$ cat src/design/segment_intersection_test_core_macros.svh
// Assertion macros for the segment intersection test core.
// Included by the modules that carry concurrent checks; needs clock and reset in scope.
`ifndef SEGMENT_INTERSECTION_TEST_CORE_MACROS_SVH
`define SEGMENT_INTERSECTION_TEST_CORE_MACROS_SVH
`ifndef NO_ASSERTIONS
`define SIT_ASSERT_IMPL(label, ante, cons) \
   label: assert property (@(posedge clock) disable iff (reset) (ante) |-> (cons)) \
      else $error("sit: same-cycle check failed");
`define SIT_ASSERT_NEXT(label, ante, cons) \
   label: assert property (@(posedge clock) disable iff (reset) (ante) |=> (cons)) \
      else $error("sit: next-cycle check failed");
`else
`define SIT_ASSERT_IMPL(label, ante, cons)
`define SIT_ASSERT_NEXT(label, ante, cons)
`endif
`endif

$ cat src/design/sit_pkg.sv
// Package for the segment intersection test core: widths, payload and stage types.
// No dependencies; imported by the request channel interface and every pipeline stage.
package sit_pkg;

   localparam int COORD_BITS = 16;
   localparam int DIFF_BITS  = COORD_BITS + 1;
   localparam int PROD_BITS  = 2 * DIFF_BITS;
   localparam int SUM_BITS   = PROD_BITS + 1;

   // input register, difference, product and result stages
   localparam int STAGES     = 4;

   // pairs that need both cross and dot product (endpoint on segment)
   localparam int CD_PAIRS   = 4;
   localparam int CD_SA_ON_T = 0;
   localparam int CD_SB_ON_T = 1;
   localparam int CD_TA_ON_S = 2;
   localparam int CD_TB_ON_S = 3;

   // pairs that need the cross product only
   localparam int CR_PAIRS    = 5;
   localparam int CR_PARALLEL = 0;
   localparam int CR_DS_U1    = 1;
   localparam int CR_DS_U2    = 2;
   localparam int CR_DT_U1    = 3;
   localparam int CR_DT_U3    = 4;

   typedef logic signed [COORD_BITS-1:0] coord_type;
   typedef logic signed [DIFF_BITS-1:0]  diff_type;
   typedef logic signed [PROD_BITS-1:0]  prod_type;
   typedef logic signed [SUM_BITS-1:0]   sum_type;

   typedef struct packed {
      coord_type x;
      coord_type y;
   } point_type;

   typedef struct packed {
      point_type sa;
      point_type sb;
      point_type ta;
      point_type tb;
   } segs_type;

   typedef struct packed {
      diff_type x;
      diff_type y;
   } vec_type;

   // u1 = sa-ta, u2 = sa-tb, u3 = sb-ta, u4 = sb-tb, ds = sb-sa, dt = tb-ta
   typedef struct packed {
      vec_type u1;
      vec_type u2;
      vec_type u3;
      vec_type u4;
      vec_type ds;
      vec_type dt;
   } deltas_type;

   typedef struct packed {
      prod_type xy;
      prod_type yx;
      prod_type xx;
      prod_type yy;
   } cd_prod_type;

   typedef struct packed {
      prod_type xy;
      prod_type yx;
   } cr_prod_type;

   typedef struct packed {
      cd_prod_type [CD_PAIRS-1:0] cd;
      cr_prod_type [CR_PAIRS-1:0] cr;
      logic                       eq_any;
      logic                       bbox_reject;
   } prods_type;

endpackage

$ cat src/design/sit_delta.sv
// Difference stage: forms the endpoint difference vectors of a segment pair.
// Depends on sit_pkg.
module sit_delta (
   input  logic                clock,
   input  logic                advance,
   input  sit_pkg::segs_type   segs,
   output sit_pkg::deltas_type deltas_ff
);
   import sit_pkg::*;

   deltas_type deltas_in;

   function automatic vec_type vsub(input point_type a, input point_type b);
      vec_type r;
      r.x = diff_type'(a.x) - diff_type'(b.x);
      r.y = diff_type'(a.y) - diff_type'(b.y);
      return r;
   endfunction

   always_comb begin
      deltas_in.u1 = vsub(segs.sa, segs.ta);
      deltas_in.u2 = vsub(segs.sa, segs.tb);
      deltas_in.u3 = vsub(segs.sb, segs.ta);
      deltas_in.u4 = vsub(segs.sb, segs.tb);
      deltas_in.ds = vsub(segs.sb, segs.sa);
      deltas_in.dt = vsub(segs.tb, segs.ta);
   end

   always_ff @(posedge clock) begin
      if (advance) begin
         deltas_ff <= deltas_in;
      end
   end
endmodule

$ cat config.mk
export PLATFORM = sky130hd
export DESIGN_NAME = sit_delta
export DESIGN_NICKNAME = d
export VERILOG_FILES = /design/src/design/segment_intersection_test_core_macros.svh /design/src/design/sit_pkg.sv /design/src/design/sit_delta.sv
export SDC_FILE = /design/constraint.sdc
export NUM_CORES = 1
export LEC_CHECK = 0
export BUFFER_PORTS_ARGS = -buffer_cell sky130_fd_sc_hd__buf_2
export CORE_AREA = 5 5 179 181
export CTS_CLUSTER_DIAMETER = 50
export DETAILED_ROUTE_END_ITERATION = 10
export DIE_AREA = 0 0 184 186
export PLACE_DENSITY = 0.75
export SYNTH_ARGS = -nofsm -noshare
export SYNTH_HDL_FRONTEND = slang
export SYNTH_SLANG_ARGS = --single-unit
$ cat constraint.sdc
create_clock -name clock -period 3.1 [get_ports clock]
set_clock_uncertainty 0.15 [all_clocks]
set_input_delay 0.62 -clock clock [delete_from_list [all_inputs] [get_ports clock]]
set_output_delay 0.62 -clock clock [all_outputs]
set_load 0.01 [all_outputs]
==> results.py, run 1 <==
metrics = {
    "outcome": {
        "status": "complete, no violations",
    },
    "synthesis": {
        "yosys-top-cells-area": "edfxtp_1 41%, ha_1 16%, xnor2_1 6.3%, a21oi_1 4.3%, inv_1 4.2%",
        "yosysTopAreaCellShare_pct": 41.3,
        "synth_common_cells": "204 x edfxtp_1, 192 x ha_1, 166 x inv_1",
        "syn_area_mm2": 0.0148,
        "synthCells": 1437,
        "synth_fp_nets": 1771,
        "synthDistinctLibCells": 64,
        "yosysWarnings": 0,
        "synth_enable_flop_cells": 204,
        "async_flop_share_pct": 0,
        "synth-seq-cells": 204,
        "yosysMostFrequentCell": "edfxtp_1",
        "ys_seq_area_share_pct": 41.3,
        "synth_ff_type": "edfxtp_1",
        "yosysTopAreaCell": "edfxtp_1",
        "avgSynthCellArea_um2": 10.3,
    },
    "sta": {
        "rsz0062_at_grt": "no",
        "maxSlewHeadroom_pct": 63.3,
        "report.final.slew_viol_count": 0,
        "fin_crit_sh_pct": 89.8,
        "tns_ps": 0,
        "finalSetupViolCount": 0,
        "fin_hold_ws_ps": 364,
        "min_period_ps": 2780,
        "fmax_mhz": 359,
        "finalHoldViolations": 0,
        "tightest_slew_ps": 543,
    },
    "power_and_ir_drop": {
        "combinationalPowerShare_pct": 30.7,
        "leakagePower_nw": 8.65,
        "switching_power_w": 0.00309,
        "seqPwrFrac_pct": 38.4,
        "peakVddDrop_uv": 441,
        "intPower_w": 0.00670,
        "power_per_cell_area_mw_per_mm2": 529,
        "switching_share_pct": 31.6,
        "clockPowerShare_pct": 30.9,
    },
    "global_route": {
        "track_usage_pct": 24.8,
        "overflow": 0,
        "antenna_found_initial": 7,
        "first_global_vias": 13146,
        "grt_max_degree": 61,
        "grt_pass1_wl_mm": 67.1,
    },
    "detailed_routing": {
        "drt_iter0_drc": 730,
        "via_count": 12871,
        "drt-vias-per-instance": 5.60,
        "wl_per_cell_um": 19.3,
        "routed_wl_mm": 44.4,
        "ant_nets": 0,
        "drc_errors": 0,
        "drtPass1Iterations": 5,
    },
    "clock_tree": {
        "clock_path_buffers": 3,
        "postCtsSetupBuffers": 0,
        "cts.reportedPaths.clkPinSlew_ps": 60,
        "numCtsBuffers": 27,
        "cts_tree": "built",
        "hold_buffers": 0,
        "cts_sinks": 204,
        "cts_max_level": 1,
        "root_buffer": "clkbuf_16",
        "cts.repair.resized": 0,
    },
    "critical_path": {
        "crit_path_end_kind": "flip-flop",
        "worstPathMaxFanout": 3,
        "arrival_ps": 2920,
        "cp.required_ps": 3230,
        "path_class": "in -> reg",
        "cp-start-kind": "primary input",
    },
    "final_layout": {
        "final-seq-area_mm2": 0.00613,
        "fin_area_mm2": 0.0185,
        "top_regs": "deltas_ff (204)",
        "drive_gt1_share_pct": 25.5,
        "fill_cells": 2565,
        "regMostFlops": "deltas_ff",
        "synthToLayoutAreaGrowth_pct": 24.8,
        "largest_reg_flops": 204,
        "multiInputGateArea_mm2": 0.00807,
        "nets": 2211,
    },
    "flow_run": {
        "drv_cap": 0,
    },
    "floorplan": {
        "dieArea_mm2": 0.0342,
        "core_mm2": 0.0303,
        "die-width_um": 184,
        "fp-row-count": 64,
        "initial_utilization_pct": 49.0,
        "ios": 334,
        "die_h_um": 186,
    },
    "place": {
        "hpwl_mm": 36.3,
        "gp_congestion": 0.918,
        "dpl_cell_area_mm2": 0.0176,
        "io_buffers": 333,
    },
    "min_path": {
        "hp-class": "in -> reg",
    },
}
## layout by cell type (no fill, tap or decap), types with 27 or more instances in the layout
| cell | count |
|---|---|
| o21ai_0 | 89 |
| nor2_1 | 84 |
| nand2b_1 | 28 |
| clkbuf_16 | 27 |
| a21o_1 | 53 |
| edfxtp_1 | 204 |
| a21oi_1 | 129 |
| ha_1 | 192 |
| nor2b_1 | 40 |
| xor2_1 | 40 |
| inv_1 | 166 |
| xnor2_1 | 107 |
| buf_4 | 82 |
| nand2_1 | 48 |
| buf_2 | 332 |
## metal layers
| layer | track usage (%) | vias up | wire, um |
|---|---|---|---|
| met1 | 29.7 | 6097 | 17400 |
| met5 | 0 | - | 0 |
| li1 | - | 6131 | - |
| met4 | 9.29 | 0 | 1580 |
| met3 | 3.24 | 106 | 3190 |
| met2 | 45.3 | 537 | 22200 |
## worst max-delay path, stage by stage
cell	delay (ps)
buf_2	110
inv_1	40
ha_1	230
fa_1	420
nor2b_1	110
o21ai_0	100
a21boi_0	320
o21ai_0	170
a21oi_1	270
buf_4	180
a21o_1	120
a21oi_1	90
xnor2_1	130
## per-stage QoR
stage          total power (W)  std cells  setup slack [ps]  util, %
4_1_cts                0.00985       2293               359     61.1
6_report               0.00979       2300               316     61.2
2_1_floorplan          0.00553       1437               190        -
3_3_place_gp           0.00672       2244             -95.1     58.3
3_5_place_dp           0.00679       2244              -190     58.3
5_1_grt                 0.0103       2300               119     61.2
## power by group through the flow
stage | Combinational [W] | Clock, W | Sequential (W)
5_1_grt | 0.00328 | 0.00320 | 0.00379
2_1_floorplan | 0.00151 | 0 | 0.00402
3_3_place_gp | 0.00292 | 0 | 0.00380
6_report | 0.00301 | 0.00303 | 0.00376
3_5_place_dp | 0.00298 | 0 | 0.00381
4_1_cts | 0.00300 | 0.00309 | 0.00376
## cell type report
cell class / count / area share, %
multi-input cells: 1061 / 43.6
inverters: 166 / 3.36
flip-flops and latches: 204 / 33.1
diodes: 7 / 0.0945
clock inverters: 19 / 0.952
clock buffers: 30 / 3.71
repair buffers: 417 / 12.6
well taps: 396 / 2.67
## logic make-up (layout without fill, tap and decap cells)
family	count (synthesis)	after routing	synth area share [%]
AO/OA/AOI/OAI	418	418	17.9
XOR/XNOR	147	147	8.67
adder cells (fa/ha/maj)	204	204	17.8
buffers and inverters	172	632	4.36
flip-flops	204	204	41.3
multiplexers	2	2	0.143
other	0	7	0
AND/OR/NAND/NOR	290	290	9.84
## final timing paths
path     start  cells after the start  slack [ps]                      end
min   segs[16]                      3         360  deltas_ff[85]$_DFFE_PP_
max    segs[0]                     13         320  deltas_ff[10]$_DFFE_PP_
Power figures use the tool's default switching activity.
==> run 2, diff against run 1 <==
--- a/config.mk
+++ b/config.mk
@@ -10,7 +10,7 @@
 export CTS_CLUSTER_DIAMETER = 50
 export DETAILED_ROUTE_END_ITERATION = 10
 export DIE_AREA = 0 0 184 186
-export PLACE_DENSITY = 0.75
+export PLACE_DENSITY = 0.83
 export SYNTH_ARGS = -nofsm -noshare
 export SYNTH_HDL_FRONTEND = slang
 export SYNTH_SLANG_ARGS = --single-unit
==> run 2 against run 1 <==
Effect of this change: first-iteration DRC count rose by 13%; cell count barely moved; critical path depth did not move; routed wire length rose by 4.2%; design area rose by 0.80%; combinational power barely moved; utilization rose by 0.49 points; global-route usage rose by 1.2 points; largest power group unchanged; highest routed layer unchanged.
==> results.py, run 2 (synthesis results as in run 1) <==
metrics = {
    "outcome": {
        "status": "complete, no violations",
    },
    "sta": {
        "min_period_ps": 2740,
        "tightest_slew_ps": 552,
        "maxSlewHeadroom_pct": 62.8,
        "fin_crit_sh_pct": 88.3,
        "tns_ps": 0,
        "finalSetupViolCount": 0,
        "rsz0062_at_grt": "no",
        "setup_slack_ps": 364,
        "fmax_mhz": 365,
        "report.final.slew_viol_count": 0,
        "finalHoldViolations": 0,
    },
    "place": {
        "dpl_cell_area_mm2": 0.0177,
        "hpwl_mm": 37.8,
        "gp_congestion": 0.912,
        "pre_cts_ws_ps": -155,
        "io_buffers": 333,
    },
    "clock_tree": {
        "cts_sinks": 204,
        "cts.reportedPaths.clkPinSlew_ps": 60,
        "clock_path_buffers": 3,
        "hold_buffers": 0,
        "cts.repair.resized": 0,
        "numCtsBuffers": 30,
        "root_buffer": "clkbuf_16",
        "cts_max_level": 1,
        "cts_tree": "built",
        "postCtsSetupBuffers": 0,
    },
    "min_path": {
        "min_path_cells": 3,
        "hold_start": "segs[96]",
        "hp-class": "in -> reg",
    },
    "critical_path": {
        "max_stage_delay_ps": 450,
        "cp.depth": 13,
        "cp.required_ps": 3230,
        "path_class": "in -> reg",
        "critical-path-top-delay-family": "compound AO/OA/AOI/OAI gates",
        "crit_path_cell_trace": "buf_2 -> inv_1 -> ha_1 -> fa_1 -> nor2b_1 -> o21ai_0 -> a21boi_0 -> o21ai_0 -> a21oi_1 -> buf_4 -> nand3_1 -> a21oi_1 -> a31oi_1",
        "crit_start": "segs[0]",
        "crit_path_end_kind": "flip-flop",
        "path_buf_inv": 3,
        "cp_slowest_cell": "fa_1",
        "endpoint": "deltas_ff[14]$_DFFE_PP_",
        "worstPathMaxFanout": 4,
        "arrival_ps": 2870,
        "cp-start-kind": "primary input",
    },
    "detailed_routing": {
        "drtPass1Iterations": 7,
        "drt-vias-per-instance": 5.62,
        "drc_errors": 0,
        "routed_wl_mm": 46.3,
        "wl_per_cell_um": 20.1,
        "drt_iter0_drc": 825,
        "ant_nets": 0,
        "via_count": 12946,
    },
    "floorplan": {
        "die-width_um": 184,
        "core_mm2": 0.0303,
        "ios": 334,
        "fp-row-count": 64,
        "die_h_um": 186,
        "dieArea_mm2": 0.0342,
        "initial_utilization_pct": 49.0,
    },
    "final_layout": {
        "fill_cells": 2521,
        "mostFrequentLayoutCell": "buf_2",
        "drive_gt1_share_pct": 25.6,
        "utilization_pct": 61.7,
        "multiInputGateArea_mm2": 0.00807,
        "mostFrequentLayoutCells": "332 x buf_2, 204 x edfxtp_1, 192 x ha_1",
        "final-seq-area_mm2": 0.00613,
        "nets": 2212,
        "top_regs": "deltas_ff (204)",
        "largest_reg_flops": 204,
        "synthToLayoutAreaGrowth_pct": 25.8,
        "fin_area_mm2": 0.0187,
        "regMostFlops": "deltas_ff",
    },
    "flow_run": {
        "drv_cap": 0,
    },
    "power_and_ir_drop": {
        "power_per_cell_area_mw_per_mm2": 548,
        "peakVddDrop_uv": 376,
        "leakagePower_nw": 8.71,
    },
    "global_route": {
        "antenna_found_initial": 5,
        "overflow": 0,
        "first_global_vias": 13301,
        "grt_max_degree": 62,
        "grt_pass1_wl_mm": 69.8,
        "track_usage_pct": 26.0,
    },
}
[run 2: cell types whose count changed in the layout (fill, tap and decap cells not counted), sizes merged]
cell,previous run,this run
inv,173,171
bufinv,2,3
diode,7,5
clkbuf,31,35
clkinvlp,0,3
buf,416,414
[run 2: worst min-delay path: cells and delay by family]
family | cells | cell delay (ps)
adder cells (fa/ha/maj) | 1 | 110
buffers and inverters | 2 | 130
[run 2: cell type report]
cell class | instances | area share, %
Clock buffer | 34 | 4.21
Tap cell | 396 | 2.65
Antenna cell | 5 | 0.0670
Timing Repair Buffer | 415 | 12.5
Sequential cell | 204 | 32.8
Inverter | 166 | 3.34
Clock inverter | 21 | 1.18
Multi-Input combinational cell | 1061 | 43.2
[run 2: routing by layer]
metal	part of all wire (%)	global-route usage [%]	up-vias
met4	3.2	8.28	0
met5	0	0	-
li1	-	-	6143
met1	39	31.8	6132
met2	50	47.1	591
met3	7.6	4.06	80
[run 2: stage by stage]
step	instances	hold slack (ps)	total power, W
final	2302	320	0.0102
after global routing	2302	350	0.0107
after CTS	2297	303	0.0103
after detailed placement	2242	880	0.00682
after global placement	2242	881	0.00676
after floorplan	1437	582	0.00553
[run 2: how the worst min path moves through the flow]
stage | slack (ps) | end
3_3_place_gp | 880 | deltas_ff[181]
2_1_floorplan | 580 | deltas_ff[0]$_DFFE_PP_
3_5_place_dp | 880 | deltas_ff[15]
6_report | 320 | deltas_ff[34]$_DFFE_PP_
5_1_grt | 350 | deltas_ff[153]$_DFFE_PP_
4_1_cts | 300 | deltas_ff[34]$_DFFE_PP_
[run 2: power by group]
part           switching, W  total, W  internal [W]
Combinational       0.00173   0.00303       0.00130
Sequential         0.000157   0.00378       0.00362
Clock               0.00135   0.00344       0.00209
